<file path="config.mk">
export PLATFORM = sky130hd
export DESIGN_NAME = stk500v1_command_parser
export DESIGN_NICKNAME = d
export VERILOG_FILES = /design/src/design/stk_pkg.sv /design/src/design/stk_front.sv /design/src/design/stk_queue.sv /design/src/design/stk_back.sv /design/src/design/stk500v1_command_parser.sv
export VERILOG_INCLUDE_DIRS = /design/src /design/src/design
export SDC_FILE = /design/constraint.sdc
export NUM_CORES = 1
export LEC_CHECK = 0
export BUFFER_PORTS_ARGS = -buffer_cell sky130_fd_sc_hd__buf_2
export CORE_MARGIN = 3
export CORE_UTILIZATION = 45
export CTS_CLUSTER_DIAMETER = 30
export DETAILED_ROUTE_END_ITERATION = 10
export SYNTH_ARGS = -nofsm -noshare
export SYNTH_HDL_FRONTEND = slang
export SYNTH_SLANG_ARGS = --single-unit
</file>
<file path="constraint.sdc">
create_clock -name clk_i -period 7.5 [get_ports clk_i]
set_input_delay 0.75 -clock clk_i [delete_from_list [all_inputs] [get_ports clk_i]]
set_output_delay 0.75 -clock clk_i [all_outputs]
set_load 0.01 [all_outputs]
</file>
<file path="src/design/stk500v1_command_parser_assert.svh">
// Assertion macros for the STK500v1 command parser.
// Used by the top level only; no other dependency.
`ifndef STK500V1_COMMAND_PARSER_ASSERT_SVH
`define STK500V1_COMMAND_PARSER_ASSERT_SVH
`ifndef NO_ASSERTIONS
`define STK_ASSERT_IMPL(label, clk, rst_n, prop) \
  label: assert property (@(posedge clk) disable iff (!rst_n) (prop)) \
    else $error("assertion failed");
`define STK_ASSERT_RST(label, clk, prop) \
  label: assert property (@(posedge clk) (prop)) else $error("assertion failed");
`else
`define STK_ASSERT_IMPL(label, clk, rst_n, prop)
`define STK_ASSERT_RST(label, clk, prop)
`endif
`endif

</file>
<file path="src/design/stk_pkg.sv">
// Shared types and constants for the STK500v1 command parser.
// No dependencies.
package stk_pkg;
  localparam int unsigned PageBytesDefault = 512;
  localparam int unsigned QueueDepth = 4;

  typedef enum logic [2:0] {
    PH_IDLE, PH_ARGS, PH_EOP, PH_PHDR, PH_PDATA, PH_RHDR
  } phase_e;

  typedef enum logic [1:0] {FIN_NONE, FIN_PROG, FIN_READ} fin_e;

  // Job classes handed from the parser to the reply sequencer
  typedef enum logic [3:0] {
    J_NONE, J_STAGE, J_NOSYNC, J_OK, J_SIGNON, J_PARAM, J_LEAVE,
    J_UNIV, J_SIG, J_COMMIT, J_READ
  } job_e;

  typedef enum logic [2:0] {
    K_TX = 3'd0, K_STAGE = 3'd1, K_COMMIT = 3'd2, K_READ = 3'd3, K_LEAVE = 3'd4
  } kind_e;

  localparam logic [7:0] CmdSync = 8'h30, CmdSignOn = 8'h31, CmdSetParm = 8'h40,
    CmdGetParm = 8'h41, CmdSetDev = 8'h42, CmdSetDevExt = 8'h45,
    CmdEnter = 8'h50, CmdLeave = 8'h51, CmdErase = 8'h52, CmdLoadAddr = 8'h55,
    CmdUniv = 8'h56, CmdProgPage = 8'h64, CmdReadPage = 8'h74, CmdReadSig = 8'h75;
  localparam logic [7:0] EopByte = 8'h20, InsyncByte = 8'h14, OkByte = 8'h10,
    NosyncByte = 8'h15;

  typedef struct packed {
    job_e        job;
    logic [7:0]  data;    // staged byte or get-parameter value
    logic [8:0]  offset;
    logic [15:0] addr;
    logic [9:0]  len;
    logic [1:0]  mem;
  } job_t;

  function automatic logic [7:0] sign_on_char(input logic [2:0] i);
    case (i)
      3'd0: sign_on_char = 8'h41;
      3'd1: sign_on_char = 8'h56;
      3'd2: sign_on_char = 8'h52;
      3'd3: sign_on_char = 8'h20;
      3'd4: sign_on_char = 8'h53;
      3'd5: sign_on_char = 8'h54;
      3'd6: sign_on_char = 8'h4B;
      default: sign_on_char = 8'h00;
    endcase
  endfunction
endpackage

</file>
<file path="src/design/stk_front.sv">
// Front part: accepts link bytes, tracks the packet phase and issues at most one job per byte.
// Depends on stk_pkg.
module stk_front #(
  parameter int unsigned PageBytes = stk_pkg::PageBytesDefault
) (
  input  logic           clk_i,
  input  logic           rst_ni,
  input  logic           valid_i,
  input  logic [7:0]     rx_byte_i,
  output stk_pkg::job_t  job_o
);
  stk_pkg::phase_e phase_q, phase_d;
  stk_pkg::fin_e   fin_q, fin_d;
  logic [7:0]  cmd_q, cmd_d, a0_q, a0_d, a1_q, a1_d, a2_q, a2_d, mem_q, mem_d;
  logic [15:0] addr_q, addr_d;
  logic [4:0]  left_q, left_d, idx_q, idx_d;
  logic [9:0]  size_q, size_d, pidx_q, pidx_d;
  logic [1:0]  mcode;
  logic [15:0] hsize;
  logic [9:0]  pidx_inc;
  stk_pkg::job_t job;

  always_comb begin
    if (mem_q == 8'h46 || mem_q == 8'h66) mcode = 2'd0;
    else if (mem_q == 8'h45 || mem_q == 8'h65) mcode = 2'd1;
    else mcode = 2'd2;
  end

  always_comb begin
    phase_d = phase_q; fin_d = fin_q; cmd_d = cmd_q;
    a0_d = a0_q; a1_d = a1_q; a2_d = a2_q; mem_d = mem_q; addr_d = addr_q;
    left_d = left_q; idx_d = idx_q; size_d = size_q; pidx_d = pidx_q;
    hsize = '0;
    pidx_inc = pidx_q + 10'd1;
    job = '0;
    job.job = stk_pkg::J_NONE;
    case (phase_q)
      stk_pkg::PH_ARGS, stk_pkg::PH_PHDR, stk_pkg::PH_RHDR: begin
        if (idx_q == 5'd0) a0_d = rx_byte_i;
        else if (idx_q == 5'd1) a1_d = rx_byte_i;
        else if (idx_q == 5'd2) a2_d = rx_byte_i;
        if (idx_q < 5'd31) idx_d = idx_q + 5'd1;
        if (left_q > 5'd0) left_d = left_q - 5'd1;
        if (left_d == 5'd0) begin
          if (phase_q == stk_pkg::PH_ARGS) begin
            phase_d = stk_pkg::PH_EOP;
          end else begin
            hsize = {a0_d, a1_d};
            size_d = hsize[9:0];
            mem_d = a2_d;
            fin_d = stk_pkg::FIN_NONE;
            phase_d = stk_pkg::PH_EOP;
            if (hsize <= 16'(PageBytes)) begin
              if (phase_q == stk_pkg::PH_PHDR) begin
                pidx_d = '0;
                if (hsize != 16'd0) phase_d = stk_pkg::PH_PDATA;
              end else begin
                fin_d = stk_pkg::FIN_READ;
              end
            end
          end
        end
      end
      stk_pkg::PH_EOP: begin
        job.addr = addr_q; job.len = size_q; job.mem = mcode;
        if (rx_byte_i != stk_pkg::EopByte) job.job = stk_pkg::J_NOSYNC;
        else if (fin_q == stk_pkg::FIN_PROG) job.job = stk_pkg::J_COMMIT;
        else if (fin_q == stk_pkg::FIN_READ) job.job = stk_pkg::J_READ;
        else begin
          case (cmd_q)
            stk_pkg::CmdSync, stk_pkg::CmdSetParm, stk_pkg::CmdSetDev,
            stk_pkg::CmdSetDevExt, stk_pkg::CmdEnter, stk_pkg::CmdErase:
              job.job = stk_pkg::J_OK;
            stk_pkg::CmdLoadAddr: begin
              job.job = stk_pkg::J_OK;
              addr_d = {a1_q, a0_q};
            end
            stk_pkg::CmdSignOn: job.job = stk_pkg::J_SIGNON;
            stk_pkg::CmdGetParm: begin
              job.job = stk_pkg::J_PARAM;
              if (a0_q == 8'h80) job.data = 8'd1;
              else if (a0_q == 8'h81) job.data = 8'd8;
              else if (a0_q == 8'h82) job.data = 8'd2;
              else job.data = 8'h03;
            end
            stk_pkg::CmdLeave: job.job = stk_pkg::J_LEAVE;
            stk_pkg::CmdUniv: job.job = stk_pkg::J_UNIV;
            stk_pkg::CmdReadSig: job.job = stk_pkg::J_SIG;
            default: job.job = stk_pkg::J_NOSYNC;
          endcase
        end
        fin_d = stk_pkg::FIN_NONE;
        phase_d = stk_pkg::PH_IDLE;
      end
      stk_pkg::PH_PDATA: begin
        job.job = stk_pkg::J_STAGE;
        job.data = rx_byte_i;
        job.offset = pidx_q[8:0];
        pidx_d = pidx_inc;
        if (pidx_inc >= size_q) begin
          fin_d = stk_pkg::FIN_PROG;
          phase_d = stk_pkg::PH_EOP;
        end
      end
      default: begin
        cmd_d = rx_byte_i;
        fin_d = stk_pkg::FIN_NONE;
        idx_d = '0;
        case (rx_byte_i)
          stk_pkg::CmdGetParm: begin left_d = 5'd1; phase_d = stk_pkg::PH_ARGS; end
          stk_pkg::CmdSetParm, stk_pkg::CmdLoadAddr: begin
            left_d = 5'd2; phase_d = stk_pkg::PH_ARGS;
          end
          stk_pkg::CmdSetDev: begin left_d = 5'd20; phase_d = stk_pkg::PH_ARGS; end
          stk_pkg::CmdSetDevExt: begin left_d = 5'd5; phase_d = stk_pkg::PH_ARGS; end
          stk_pkg::CmdUniv: begin left_d = 5'd4; phase_d = stk_pkg::PH_ARGS; end
          stk_pkg::CmdProgPage: begin left_d = 5'd3; phase_d = stk_pkg::PH_PHDR; end
          stk_pkg::CmdReadPage: begin left_d = 5'd3; phase_d = stk_pkg::PH_RHDR; end
          default: phase_d = stk_pkg::PH_EOP;
        endcase
      end
    endcase
  end

  assign job_o = job;

  always_ff @(posedge clk_i or negedge rst_ni) begin
    if (!rst_ni) begin
      phase_q <= stk_pkg::PH_IDLE; fin_q <= stk_pkg::FIN_NONE; cmd_q <= '0;
      a0_q <= '0; a1_q <= '0; a2_q <= '0; mem_q <= '0; addr_q <= '0;
      left_q <= '0; idx_q <= '0; size_q <= '0; pidx_q <= '0;
    end else if (valid_i) begin
      phase_q <= phase_d; fin_q <= fin_d; cmd_q <= cmd_d;
      a0_q <= a0_d; a1_q <= a1_d; a2_q <= a2_d; mem_q <= mem_d; addr_q <= addr_d;
      left_q <= left_d; idx_q <= idx_d; size_q <= size_d; pidx_q <= pidx_d;
    end
  end
endmodule

</file>
<file path="src/design/stk_queue.sv">
// Short job queue between the parser and the reply sequencer.
// Depends on stk_pkg.
module stk_queue (
  input  logic          clk_i,
  input  logic          rst_ni,
  input  logic          push_i,
  input  stk_pkg::job_t data_i,
  output logic          full_o,
  input  logic          pop_i,
  output logic          empty_o,
  output stk_pkg::job_t data_o
);
  localparam int unsigned AW = $clog2(stk_pkg::QueueDepth);
  stk_pkg::job_t mem_q [stk_pkg::QueueDepth];
  logic [AW-1:0] wp_q, rp_q;
  logic [AW:0]   cnt_q;

  assign full_o  = cnt_q == (AW+1)'(stk_pkg::QueueDepth);
  assign empty_o = cnt_q == '0;
  assign data_o  = mem_q[rp_q];

  always_ff @(posedge clk_i) begin
    if (push_i) mem_q[wp_q] <= data_i;
  end

  always_ff @(posedge clk_i or negedge rst_ni) begin
    if (!rst_ni) begin
      wp_q <= '0; rp_q <= '0; cnt_q <= '0;
    end else begin
      if (push_i) wp_q <= wp_q + AW'(1);
      if (pop_i) rp_q <= rp_q + AW'(1);
      cnt_q <= cnt_q + (AW+1)'(push_i) - (AW+1)'(pop_i);
    end
  end
endmodule

</file>
<file path="src/design/stk_back.sv">
// Back part: expands one job into its result sequence, one result per cycle while ready_i is high.
// Depends on stk_pkg.
module stk_back (
  input  logic          clk_i,
  input  logic          rst_ni,
  input  logic          job_valid_i,
  input  stk_pkg::job_t job_i,
  output logic          job_pop_o,
  input  logic [7:0]    sig0_i,
  input  logic [7:0]    sig1_i,
  input  logic [7:0]    sig2_i,
  output logic          valid_o,
  input  logic          ready_i,
  output logic [2:0]    kind_o,
  output logic [7:0]    tx_data_o,
  output logic [8:0]    stage_offset_o,
  output logic [15:0]   mem_address_o,
  output logic [9:0]    page_length_o,
  output logic [1:0]    mem_kind_o,
  output logic          last_o
);
  logic [3:0] step_q, step_d, n_res;
  logic [2:0] kind;
  logic [7:0] data;
  logic       fire;

  always_comb begin
    kind = stk_pkg::K_TX;
    data = stk_pkg::OkByte;
    n_res = 4'd2;
    case (job_i.job)
      stk_pkg::J_STAGE: begin n_res = 4'd1; kind = stk_pkg::K_STAGE; data = job_i.data; end
      stk_pkg::J_NOSYNC: begin n_res = 4'd1; data = stk_pkg::NosyncByte; end
      stk_pkg::J_OK: if (step_q == 4'd0) data = stk_pkg::InsyncByte;
      stk_pkg::J_SIGNON: begin
        n_res = 4'd9;
        if (step_q == 4'd0) data = stk_pkg::InsyncByte;
        else if (step_q != 4'd8) data = stk_pkg::sign_on_char(3'(step_q - 4'd1));
      end
      stk_pkg::J_PARAM, stk_pkg::J_UNIV: begin
        n_res = 4'd3;
        if (step_q == 4'd0) data = stk_pkg::InsyncByte;
        else if (step_q == 4'd1) data = (job_i.job == stk_pkg::J_PARAM) ? job_i.data : 8'h00;
      end
      stk_pkg::J_SIG: begin
        n_res = 4'd5;
        case (step_q)
          4'd0: data = stk_pkg::InsyncByte;
          4'd1: data = sig0_i;
          4'd2: data = sig1_i;
          4'd3: data = sig2_i;
          default: data = stk_pkg::OkByte;
        endcase
      end
      stk_pkg::J_LEAVE: begin
        n_res = 4'd3;
        if (step_q == 4'd0) data = stk_pkg::InsyncByte;
        else if (step_q == 4'd2) begin kind = stk_pkg::K_LEAVE; data = 8'h00; end
      end
      stk_pkg::J_COMMIT: begin
        n_res = 4'd3;
        if (step_q == 4'd0) begin kind = stk_pkg::K_COMMIT; data = 8'h00; end
        else if (step_q == 4'd1) data = stk_pkg::InsyncByte;
      end
      stk_pkg::J_READ: begin
        n_res = 4'd3;
        if (step_q == 4'd0) data = stk_pkg::InsyncByte;
        else if (step_q == 4'd1) begin kind = stk_pkg::K_READ; data = 8'h00; end
      end
      default: n_res = 4'd1;
    endcase
  end

  // Output register with its own valid; refill on the transfer cycle
  logic        v_q;
  logic        load;
  logic        is_last;
  assign is_last = step_q == n_res - 4'd1;
  assign load = job_valid_i && (!v_q || ready_i);
  assign job_pop_o = load && is_last;
  assign step_d = is_last ? 4'd0 : step_q + 4'd1;
  assign fire = v_q && ready_i;

  logic [2:0]  kind_q;
  logic [7:0]  data_q;
  logic [8:0]  off_q;
  logic [15:0] addr_q;
  logic [9:0]  len_q;
  logic [1:0]  mem_q;
  logic        last_q;
  logic        addr_sel;
  assign addr_sel = kind == stk_pkg::K_COMMIT || kind == stk_pkg::K_READ;

  always_ff @(posedge clk_i) begin
    if (load) begin
      kind_q <= kind; data_q <= data;
      off_q  <= (kind == stk_pkg::K_STAGE) ? job_i.offset : 9'd0;
      addr_q <= addr_sel ? job_i.addr : 16'd0;
      len_q  <= addr_sel ? job_i.len : 10'd0;
      mem_q  <= addr_sel ? job_i.mem : 2'd0;
      last_q <= is_last;
    end
  end

  always_ff @(posedge clk_i or negedge rst_ni) begin
    if (!rst_ni) begin
      v_q <= 1'b0; step_q <= '0;
    end else begin
      if (load) step_q <= step_d;
      if (load) v_q <= 1'b1;
      else if (fire) v_q <= 1'b0;
    end
  end

  assign valid_o = v_q;
  assign kind_o = kind_q;
  assign tx_data_o = data_q;
  assign stage_offset_o = off_q;
  assign mem_address_o = addr_q;
  assign page_length_o = len_q;
  assign mem_kind_o = mem_q;
  assign last_o = last_q;
endmodule

</file>
<file path="src/design/stk500v1_command_parser.sv">
// Channel  | handshake           | payload
// rx       | rx_valid_i/rx_ready_o | rx_byte_i
// result   | res_valid_o/res_ready_i | kind_o .. last_o
// config   | cfg_we_i            | cfg_index_i, cfg_data_i
// A byte is taken while the job queue has room; the parser issues at most one job per byte
// into a 4-entry queue. The reply sequencer drains one result per cycle while res_ready_i
// is high; a job has up to nine results (sign-on). Reset clears control state, not the
// queue or result data; no clearing pass. Either side may stall; the queue decouples them.
// Top level; depends on stk_pkg, stk_front, stk_queue, stk_back and the assertion header.
`include "stk500v1_command_parser_assert.svh"
module stk500v1_command_parser #(
  parameter int unsigned PageBytes = stk_pkg::PageBytesDefault
) (
  input  logic        clk_i,
  input  logic        rst_ni,
  input  logic        rx_valid_i,
  output logic        rx_ready_o,
  input  logic [7:0]  rx_byte_i,
  output logic        res_valid_o,
  input  logic        res_ready_i,
  output logic [2:0]  kind_o,
  output logic [7:0]  tx_data_o,
  output logic [8:0]  stage_offset_o,
  output logic [15:0] mem_address_o,
  output logic [9:0]  page_length_o,
  output logic [1:0]  mem_kind_o,
  output logic        last_o,
  input  logic        cfg_we_i,
  input  logic [1:0]  cfg_index_i,
  input  logic [7:0]  cfg_data_i
);
  logic [7:0] sig0_q, sig1_q, sig2_q;
  stk_pkg::job_t job, qjob;
  logic full, empty, pop, acc, push;

  always_ff @(posedge clk_i or negedge rst_ni) begin
    if (!rst_ni) begin
      sig0_q <= '0; sig1_q <= '0; sig2_q <= '0;
    end else if (cfg_we_i) begin
      case (cfg_index_i)
        2'd0: sig0_q <= cfg_data_i;
        2'd1: sig1_q <= cfg_data_i;
        2'd2: sig2_q <= cfg_data_i;
        default: ;
      endcase
    end
  end

  assign rx_ready_o = !full;
  assign acc = rx_valid_i && rx_ready_o;
  assign push = acc && job.job != stk_pkg::J_NONE;

  stk_front #(.PageBytes(PageBytes)) u_front (
    .clk_i, .rst_ni, .valid_i(acc), .rx_byte_i, .job_o(job)
  );

  stk_queue u_queue (
    .clk_i, .rst_ni, .push_i(push), .data_i(job), .full_o(full),
    .pop_i(pop), .empty_o(empty), .data_o(qjob)
  );

  stk_back u_back (
    .clk_i, .rst_ni, .job_valid_i(!empty), .job_i(qjob), .job_pop_o(pop),
    .sig0_i(sig0_q), .sig1_i(sig1_q), .sig2_i(sig2_q),
    .valid_o(res_valid_o), .ready_i(res_ready_i), .kind_o, .tx_data_o,
    .stage_offset_o, .mem_address_o, .page_length_o, .mem_kind_o, .last_o
  );

  `STK_ASSERT_IMPL(a_no_push_full, clk_i, rst_ni, !(push && full && !pop))
  `STK_ASSERT_IMPL(a_no_pop_empty, clk_i, rst_ni, !(pop && empty))
  `STK_ASSERT_IMPL(a_res_hold, clk_i, rst_ni,
    (res_valid_o && !res_ready_i) |=> (res_valid_o && $stable(kind_o) && $stable(tx_data_o)))
endmodule
</file>
==> results of run 1 <==
-- area by class of cell --
| type | count | share of cell area, % |
|---|---|---|
| Inverter | 35 | 0.665 |
| Timing Repair Buffer | 85 | 2.32 |
| Tap cell | 455 | 2.88 |
| Multi-Input combinational cell | 659 | 27.1 |
| Sequential cell | 370 | 53.1 |
| Clock buffer | 91 | 10.7 |
| Clock inverter | 57 | 3.34 |
-- worst max-delay path by stage --
stage | startpoint | to | cells after the start
after global placement | u_queue.rp_q[1] | u_queue.cnt_q[2] | 14
after detailed placement | u_queue.rp_q[1] | u_queue.cnt_q[2] | 14
after global routing | u_queue.rp_q[1] | u_queue.cnt_q[2] | 14
after floorplan | res_ready_i | u_queue.cnt_q[2] | 11
final | u_queue.rp_q[1] | u_queue.cnt_q[2] | 14
after CTS | u_queue.rp_q[1] | u_queue.cnt_q[2] | 14
-- through the flow --
step                      area, sq um  util [%]
after floorplan                 16200         -
after global placement          17000      48.6
after detailed placement        17000      48.6
after CTS                       19800      56.5
after global routing            19800      56.5
final                           19800      56.5
-- state kept, by name, indices dropped and copies added (netlist names), 4 cells and up --
name,cells
u_back.mem_address_o,16
u_front.pidx_q,10
u_front.addr_q,16
u_back.stage_offset_o,9
u_front.a1_q,8
u_front.size_q,10
sig2_q,8
u_front.a2_q,7
sig0_q,8
sig1_q,8
u_front.idx_q,5
u_front.mem_q,7
u_back.step_q,4
u_queue.mem_q,196
u_back.tx_data_o,8
u_front.a0_q,8
u_front.left_q,5
u_back.page_length_o,10
u_front.cmd_q,8
-- report_power, final --
part	switching (mW)	total, mW	internal (mW)
combinational	0.802	1.36	0.557
clock	1.10	3.50	2.40
sequential	0.227	2.82	2.59
total	2.13	7.68	5.55
-- logic make-up after synthesis --
kind of cell | after synthesis
compound gates | 169
flops | 370
buf+inv | 91
simple gates | 298
xor+xnor | 21
fa+ha+maj | 32
mux | 139
-- synthesized netlist by cell type, types with 4 or more instances --
cell type | n | area share [%]
nor2b_1 | 13 | 0.50
mux4_2 | 49 | 6.8
o31ai_1 | 6 | 0.28
or4_1 | 4 | 0.19
nand2b_1 | 11 | 0.42
o21ai_0 | 39 | 1.2
dfrtp_1 | 125 | 19
o21a_1 | 4 | 0.19
and3_1 | 64 | 2.5
a31oi_1 | 6 | 0.23
buf_2 | 5 | 0.15
nand2_1 | 48 | 1.1
mux2i_1 | 19 | 1.2
ha_1 | 29 | 2.2
nor4_1 | 7 | 0.27
inv_1 | 35 | 0.81
xnor2_1 | 9 | 0.49
mux2_2 | 68 | 4.7
nor2_1 | 72 | 1.7
a211oi_1 | 7 | 0.32
nand3b_1 | 5 | 0.23
xor2_1 | 12 | 0.65
a22o_1 | 6 | 0.32
nor3_1 | 17 | 0.53
o22ai_1 | 4 | 0.15
edfxtp_1 | 245 | 45
a32oi_1 | 5 | 0.27
o22a_1 | 4 | 0.22
and2_1 | 11 | 0.42
a21oi_1 | 65 | 2.0
nand3_1 | 18 | 0.56
buf_1 | 7 | 0.16
clkbuf_1 | 41 | 0.95
-- metal layers --
layer | routed length (um) | up-vias | track usage [%] | share of wire [%]
li1 | - | 4527 | - | -
met1 | 16600 | 5015 | 27.5 | 47
met2 | 16300 | 271 | 28.3 | 46
met3 | 1900 | 67 | 3.88 | 5.3
met4 | 767 | 0 | 5.81 | 2.2
met5 | 0 | - | 0 | 0
==> results by group, run 1 <==
Outcome
  • Status: completed

Die
  • FP Rows: 68
  • Full die area: 38,300 sq um
  • Core Region: 35,000 sq um
  • Die W: 196 um
  • Ports: 74
  • Die height: 196 um
  • Initial Utilization: 46.3%

Placement
  • Placer Congestion: 0.853
  • Detail Placement HPWL: 22,400 um
  • Port-buffer cells: 73
  • Dpl cells: 1,604
  • Post-Place Setup Slack: 3170 ps

Worst setup path
  • Worst path max stage delay: 580 ps
  • Startpoint class of the critical path: flop
  • Critical path peak fanout: 38
  • WS Path Type: flop to flop
  • Cell family with most CP delay: adder cells
  • Cells along the critical path: buf_4 -> mux4_2 -> nand2b_1 -> o21a_1 -> a221o_1 -> and3_1 -> and2_4 -> ha_1 -> inv_1 -> ha_1 -> inv_1 -> fa_1 -> xnor2_1 -> xnor2_1
  • CP Buf/Inv Count: 3
  • RR Endpoint: u_queue.cnt_q[2]
  • Worst path slowest cell: dfrtp_2
  • Worst setup EP type: flop
  • Reg2reg path depth: 14
  • Arr. time, crit path: 4770 ps
  • Worst r2r src: u_queue.rp_q[1]
  • Data required, critical path: 7990 ps
  • R2R setup slack: 3220 ps

Cells and area
  • Synth-to-Final Area Change: 22.0%
  • # nets final: 1,285
  • Fraction of layout cells with a size suffix above 1: 27.5%
  • FF+latch area: 10,500 sq um
  • Commonest non-fill, non-tap cell in the layout: edfxtp_1
  • Ant diodes: 0
  • Multi-input gate area: 5350 sq um
  • Most frequent cells in the layout: 245 x edfxtp_1, 123 x dfrtp_1, 82 x clkbuf_16
  • Cell Count, Final, Fillers Out: 1,752
  • Fillcell total: 2,742

Synth
  • Multiplexer share of the synthesized area: 12.9%
  • XOR/XNOR Fraction of Synth Area: 1.14%
  • Sequential cell area fraction in the yosys report: 64.7%
  • Synth Area in Compound Gates: 6.43%
  • Syn_area_per_cell: 14.5 sq um
  • Share of synthesized registers carrying an async set or reset: 33.8%
  • Synth Area in Simple Gates: 10.0%
  • Mapped Cells: 1,120
  • EDFF count, synth: 245
  • Syn nets: 1,173
  • Unique masters post-synth: 70
  • Largest family of logic cells by synthesized area: multiplexers
  • Yosys warns: 0
  • Ys flop type: edfxtp_1
  • Seq cells post-synth: 370
  • Adder-cell area share of the yosys netlist: 2.49%
  • Mapped cell area: 16,200 sq um

Min path
  • HP Class: input pin to async pin

STA
  • Slew margin rel.: 23.3%
  • Crit share post-route: 57.1%
  • Worst-Margin Slew: 1140 ps
  • Fmax: 0.233 GHz
  • Final hold slack: 292 ps
  • Post-route setup TNS: 0 ps
  • RSZ-0062 raised after global routing: no
  • Slew Viols, Final: 0
  • Fin. Hold Viols: 0
  • Worst Skew: 19.0 ps
  • Setup ws final: 3220 ps
  • Final setup violation count: 0
  • Fin crit period: 4280 ps

Power
  • Leakage power: 7.89 nW
  • Pwr Density: 389 nW/um^2
  • Worst vdd rail ir drop: 0.197 mV
  • Tot Pwr: 7.68 mW

Clock network
  • CTS max path bufs: 3
  • Clock buffer count from CTS: 81
  • Clock Pin Slew Worst Setup and Hold Paths: 40 ps
  • H-tree depth: 3
  • Hold_buf cts: 0
  • Worst-skew pair later-pin latency: 570 ps
  • Post-CTS setup buffers: 0
  • Cts repair resizes: 0
  • Root Buffer: clkbuf_16
  • TritonCTS clock tree: yes
  • Clock sinks: 370

Global route
  • Vias in the first global route: 10,100
  • GRT overflow: 0
  • GRT Total Usage: 18.7%
  • Maximum number of pins on one net before global-route repair: 65
  • Initial antenna violation count: 0
  • First-pass GRT wire length: 56,800 um

Route
  • Wire per inst: 20.3 um
  • DRT Wirelength: 35,500 um
  • DR DRC count: 0
  • DRT antenna net count: 0
  • Vias per cell: 5.64
  • Initial DRC Count: 653
  • Routed vias: 9,880
  • First-pass DRT Iterations: 6

Job
  • Max Cap Viol: 0
Power figures use the tool's default switching activity.
==> run 2, diff against run 1 <==
--- a/config.mk
+++ b/config.mk
@@ -6,6 +6,7 @@
 export SDC_FILE = /design/constraint.sdc
 export NUM_CORES = 1
 export LEC_CHECK = 0
+export ABC_AREA = 1
 export BUFFER_PORTS_ARGS = -buffer_cell sky130_fd_sc_hd__buf_2
 export CORE_MARGIN = 3
 export CORE_UTILIZATION = 45
==> constraint.sdc (replaced) <==
create_clock -name clk_i -period 3.81 [get_ports clk_i]
set_input_delay 0.381 -clock clk_i [delete_from_list [all_inputs] [get_ports clk_i]]
set_output_delay 0.381 -clock clk_i [all_outputs]
set_load 0.01 [all_outputs]
==> results by group, run 2 <==
Placement
  • Placer Congestion: 0.876 (+2.6%)
  • Port-buffer cells: 73 (unchanged)
  • Post-Place Setup Slack: 731 ps (-2440 ps)
  • Detail Placement HPWL: 25,600 um (+15%)
  • Placed inst area: 17,700 sq um (+4.4%)

Synth
  • Share of synthesized registers carrying an async set or reset: 33.8% (unchanged)
  • Seq cells post-synth: 370 (unchanged)
  • Syn_area_per_cell: 9.60 sq um (-34%)
  • Most common cell in the netlist: nand2_1
  • Mapped Cells: 1,753 (+57%)
  • Synth area leader: edfxtp_1
  • Top post-synthesis cells by area: edfxtp_1 44%, dfrtp_1 19%, nand2_1 8.7%, nor2_1 6.3%, o21ai_0 5.7%
  • Synth top area share: 43.7% (-1.7 points)
  • Mapped cell area: 16,800 sq um (+3.9%)
  • Syn nets: 1,806 (+54%)
  • Sequential cell area fraction in the yosys report: 62.3% (-2.4 points)
  • Synth top cells by count: 388 x nand2_1, 283 x nor2_1, 245 x edfxtp_1, 193 x o21ai_0, 164 x inv_1
  • Unique masters post-synth: 47 (-33%)
  • Ys flop type: edfxtp_1
  • Yosys warns: 0 (unchanged)
  • EDFF count, synth: 245 (unchanged)

Clock network
  • Worst-skew pair later-pin latency: 600 ps (+30 ps)
  • Root Buffer: clkbuf_16
  • CTS max path bufs: 3 (unchanged)
  • Clock buffer count from CTS: 85 (+4.9%)
  • Clock sinks: 370 (unchanged)
  • Cts repair resizes: 0 (unchanged)
  • Clock Pin Slew Worst Setup and Hold Paths: 50 ps (about the same)
  • TritonCTS clock tree: yes
  • H-tree depth: 3 (unchanged)

Cells and area
  • Multi-input gate area: 5440 sq um (+1.6%)
  • FF+latch area: 10,500 sq um (about the same)
  • Finished Cell Area: 20,700 sq um (+4.9%)
  • Max reg flops: 196 (unchanged)
  • Largest Register: u_queue.mem_q
  • Synth-to-Final Area Change: 23.2%
  • # nets final: 1,923 (+50%)
  • Ant diodes: 0 (unchanged)
  • Most frequent cells in the layout: 388 x nand2_1, 279 x nor2_1, 245 x edfxtp_1
  • Fraction of layout cells with a size suffix above 1: 13.7% (-14 points)
  • Commonest non-fill, non-tap cell in the layout: nand2_1
  • Fillcell total: 3,138 (+14%)

Worst setup path
  • Critical path peak fanout: 35 (-7.9%)
  • Startpoint class of the critical path: flop
  • R2R setup slack: 740 ps (-2480 ps)
  • Cells along the critical path: buf_4 -> nand3_1 -> nand2_2 -> nand2_2 -> inv_2 -> nand2_1 -> nand2_1 -> nand2_1 -> nor2_1 -> nand4_1 -> inv_2 -> ha_1 -> inv_1 -> ha_1 -> inv_1 -> fa_1 -> xnor2_1
  • CP Buf/Inv Count: 5 (+2)
  • Worst setup EP type: flop
  • Worst path max stage delay: 410 ps (-170 ps)
  • Data required, critical path: 4290 ps (-3700 ps)
  • Cell family with most CP delay: simple AND/OR/NAND/NOR gates
  • Most frequent CP cell: nand2_1
  • Worst path slowest cell: buf_4
  • Reg2reg path depth: 17 (+3)
  • Arr. time, crit path: 3550 ps (-1220 ps)
  • Worst r2r src: u_queue.rp_q[1]
  • WS Path Type: flop to flop
  • RR Endpoint: u_queue.cnt_q[2]

Route
  • DRT antenna net count: 0 (unchanged)
  • Vias per cell: 5.21 (-7.7%)
  • DRT Wirelength: 40,700 um (+15%)
  • DR DRC count: 0 (unchanged)
  • Initial DRC Count: 979 (+50%)
  • Routed vias: 12,500 (+27%)
  • Wire per inst: 16.9 um (-17%)
  • First-pass DRT Iterations: 5 (-1)

STA
  • Slew Viols, Final: 0 (unchanged)
  • Fin crit period: 3070 ps (-1210 ps)
  • Crit share post-route: 80.6% (+23 points)
  • Fin. Hold Viols: 0 (unchanged)
  • Setup ws final: 741 ps (-2480 ps)
  • Slew margin rel.: 35.7% (+12 points)
  • Post-route setup TNS: 0 ps (unchanged)
  • Worst Skew: 33.2 ps (+14.1 ps)
  • RSZ-0062 raised after global routing: no
  • Worst-Margin Slew: 964 ps (-178 ps)
  • Final setup violation count: 0 (unchanged)
  • Fmax: 0.326 GHz (+40%)

Global route
  • First-pass GRT wire length: 65,400 um (+15%)
  • Vias in the first global route: 12,400 (+23%)
  • GRT overflow: 0 (unchanged)
  • GRT Total Usage: 20.9% (+2.2 points)
  • Initial antenna violation count: 0 (unchanged)
  • Maximum number of pins on one net before global-route repair: 67 (+3.1%)

Min path
  • Hold path cells: 3
  • Hold Crit Endpoint: u_front.cmd_q[3]
  • HP Class: input pin to flop
  • Hold path startpoint: rx_byte_i[3]

Die
  • Ports: 74 (unchanged)
  • FP Rows: 70 (+2.9%)
  • Initial Utilization: 45.9% (-0.45 points)
  • Core Region: 36,700 sq um (+4.9%)
  • Die W: 199 um (+1.9%)
  • Die height: 199 um (+1.9%)
  • Full die area: 39,800 sq um (+3.8%)

Outcome
  • Status: completed

Power
  • Pwr Density: 831 nW/um^2 (+110%)
  • Leakage power: 8.79 nW (+11%)
  • Worst vdd rail ir drop: 0.480 mV (+140%)
  • Tot Pwr: 17.2 mW (+120%)

Job
  • Max Cap Viol: 0 (unchanged)
## run 2: cell type report
type / count / share of cell area [%]
inverters: 176 / 3.19
repair buffers: 93 / 2.81
clock inverters: 43 / 3.05
well taps: 468 / 2.82
multi-input cells: 1144 / 26.2
flip-flops and latches: 370 / 50.6
clock buffers: 113 / 11.3
## run 2: metrics by stage
step                      hold WS (ps)  instances  utilization, %
final                             78.2       2407            56.5
after global routing              85.6       2407            56.5
after CTS                         52.0       2407            56.5
after detailed placement           461       2250            48.4
after global placement             457       2250            48.4
after floorplan                   85.4       1753               -
## run 2: tightest hold or removal path: cells and delay by family
kind	cells	cell delay (ps)
compound gates	1	60
buf+inv	1	110
simple gates	1	50
## run 2: how the worst max path moves through the flow
stage / startpoint / endpoint / cells past startpoint
finish: u_queue.rp_q[1] / u_queue.cnt_q[2] / 17
global route: u_queue.rp_q[1] / u_queue.cnt_q[2] / 17
CTS: u_queue.rp_q[1] / u_queue.cnt_q[2] / 17
detailed placement: u_queue.rp_q[1] / u_queue.cnt_q[2] / 17
global placement: u_queue.rp_q[1] / u_queue.cnt_q[1] / 17
floorplan: u_front.phase_q[2] / u_queue.mem_q[0][0] / 9
## run 2: layer usage
layer	track usage [%]	wire length (um)	part of all wire, %
met5	0	0	0
met3	5.43	2630	6.5
met4	7.93	1090	2.7
met1	28.3	18100	45
met2	32.8	18800	46
## run 2: what timing repair did
action / 4_1_cts / 5_1_grt
hold buffers: 1 / 0
endpoints found under the hold margin: 64 / 0
endpoints found under the setup margin: 0 / 0
buffers inserted: 0 / 0
## run 2: power by group
group / total (mW) / internal [mW] / switching (mW)
clock: 7.33 / 5.07 / 2.26
sequential: 5.64 / 5.30 / 0.339
combinational: 4.25 / 1.22 / 3.02
total: 17.2 / 11.6 / 5.62
## run 2: cells by family (layout without fill, tap and decap cells)
family	Yosys count	after routing	synth area share (%)
AO/OA/AOI/OAI	299	299	9.40
XOR/XNOR	14	14	0.728
adder cells (fa/ha/maj)	30	30	2.27
buffers and inverters	239	425	5.63
flip-flops	370	370	62.3
AND/OR/NAND/NOR	801	801	19.7
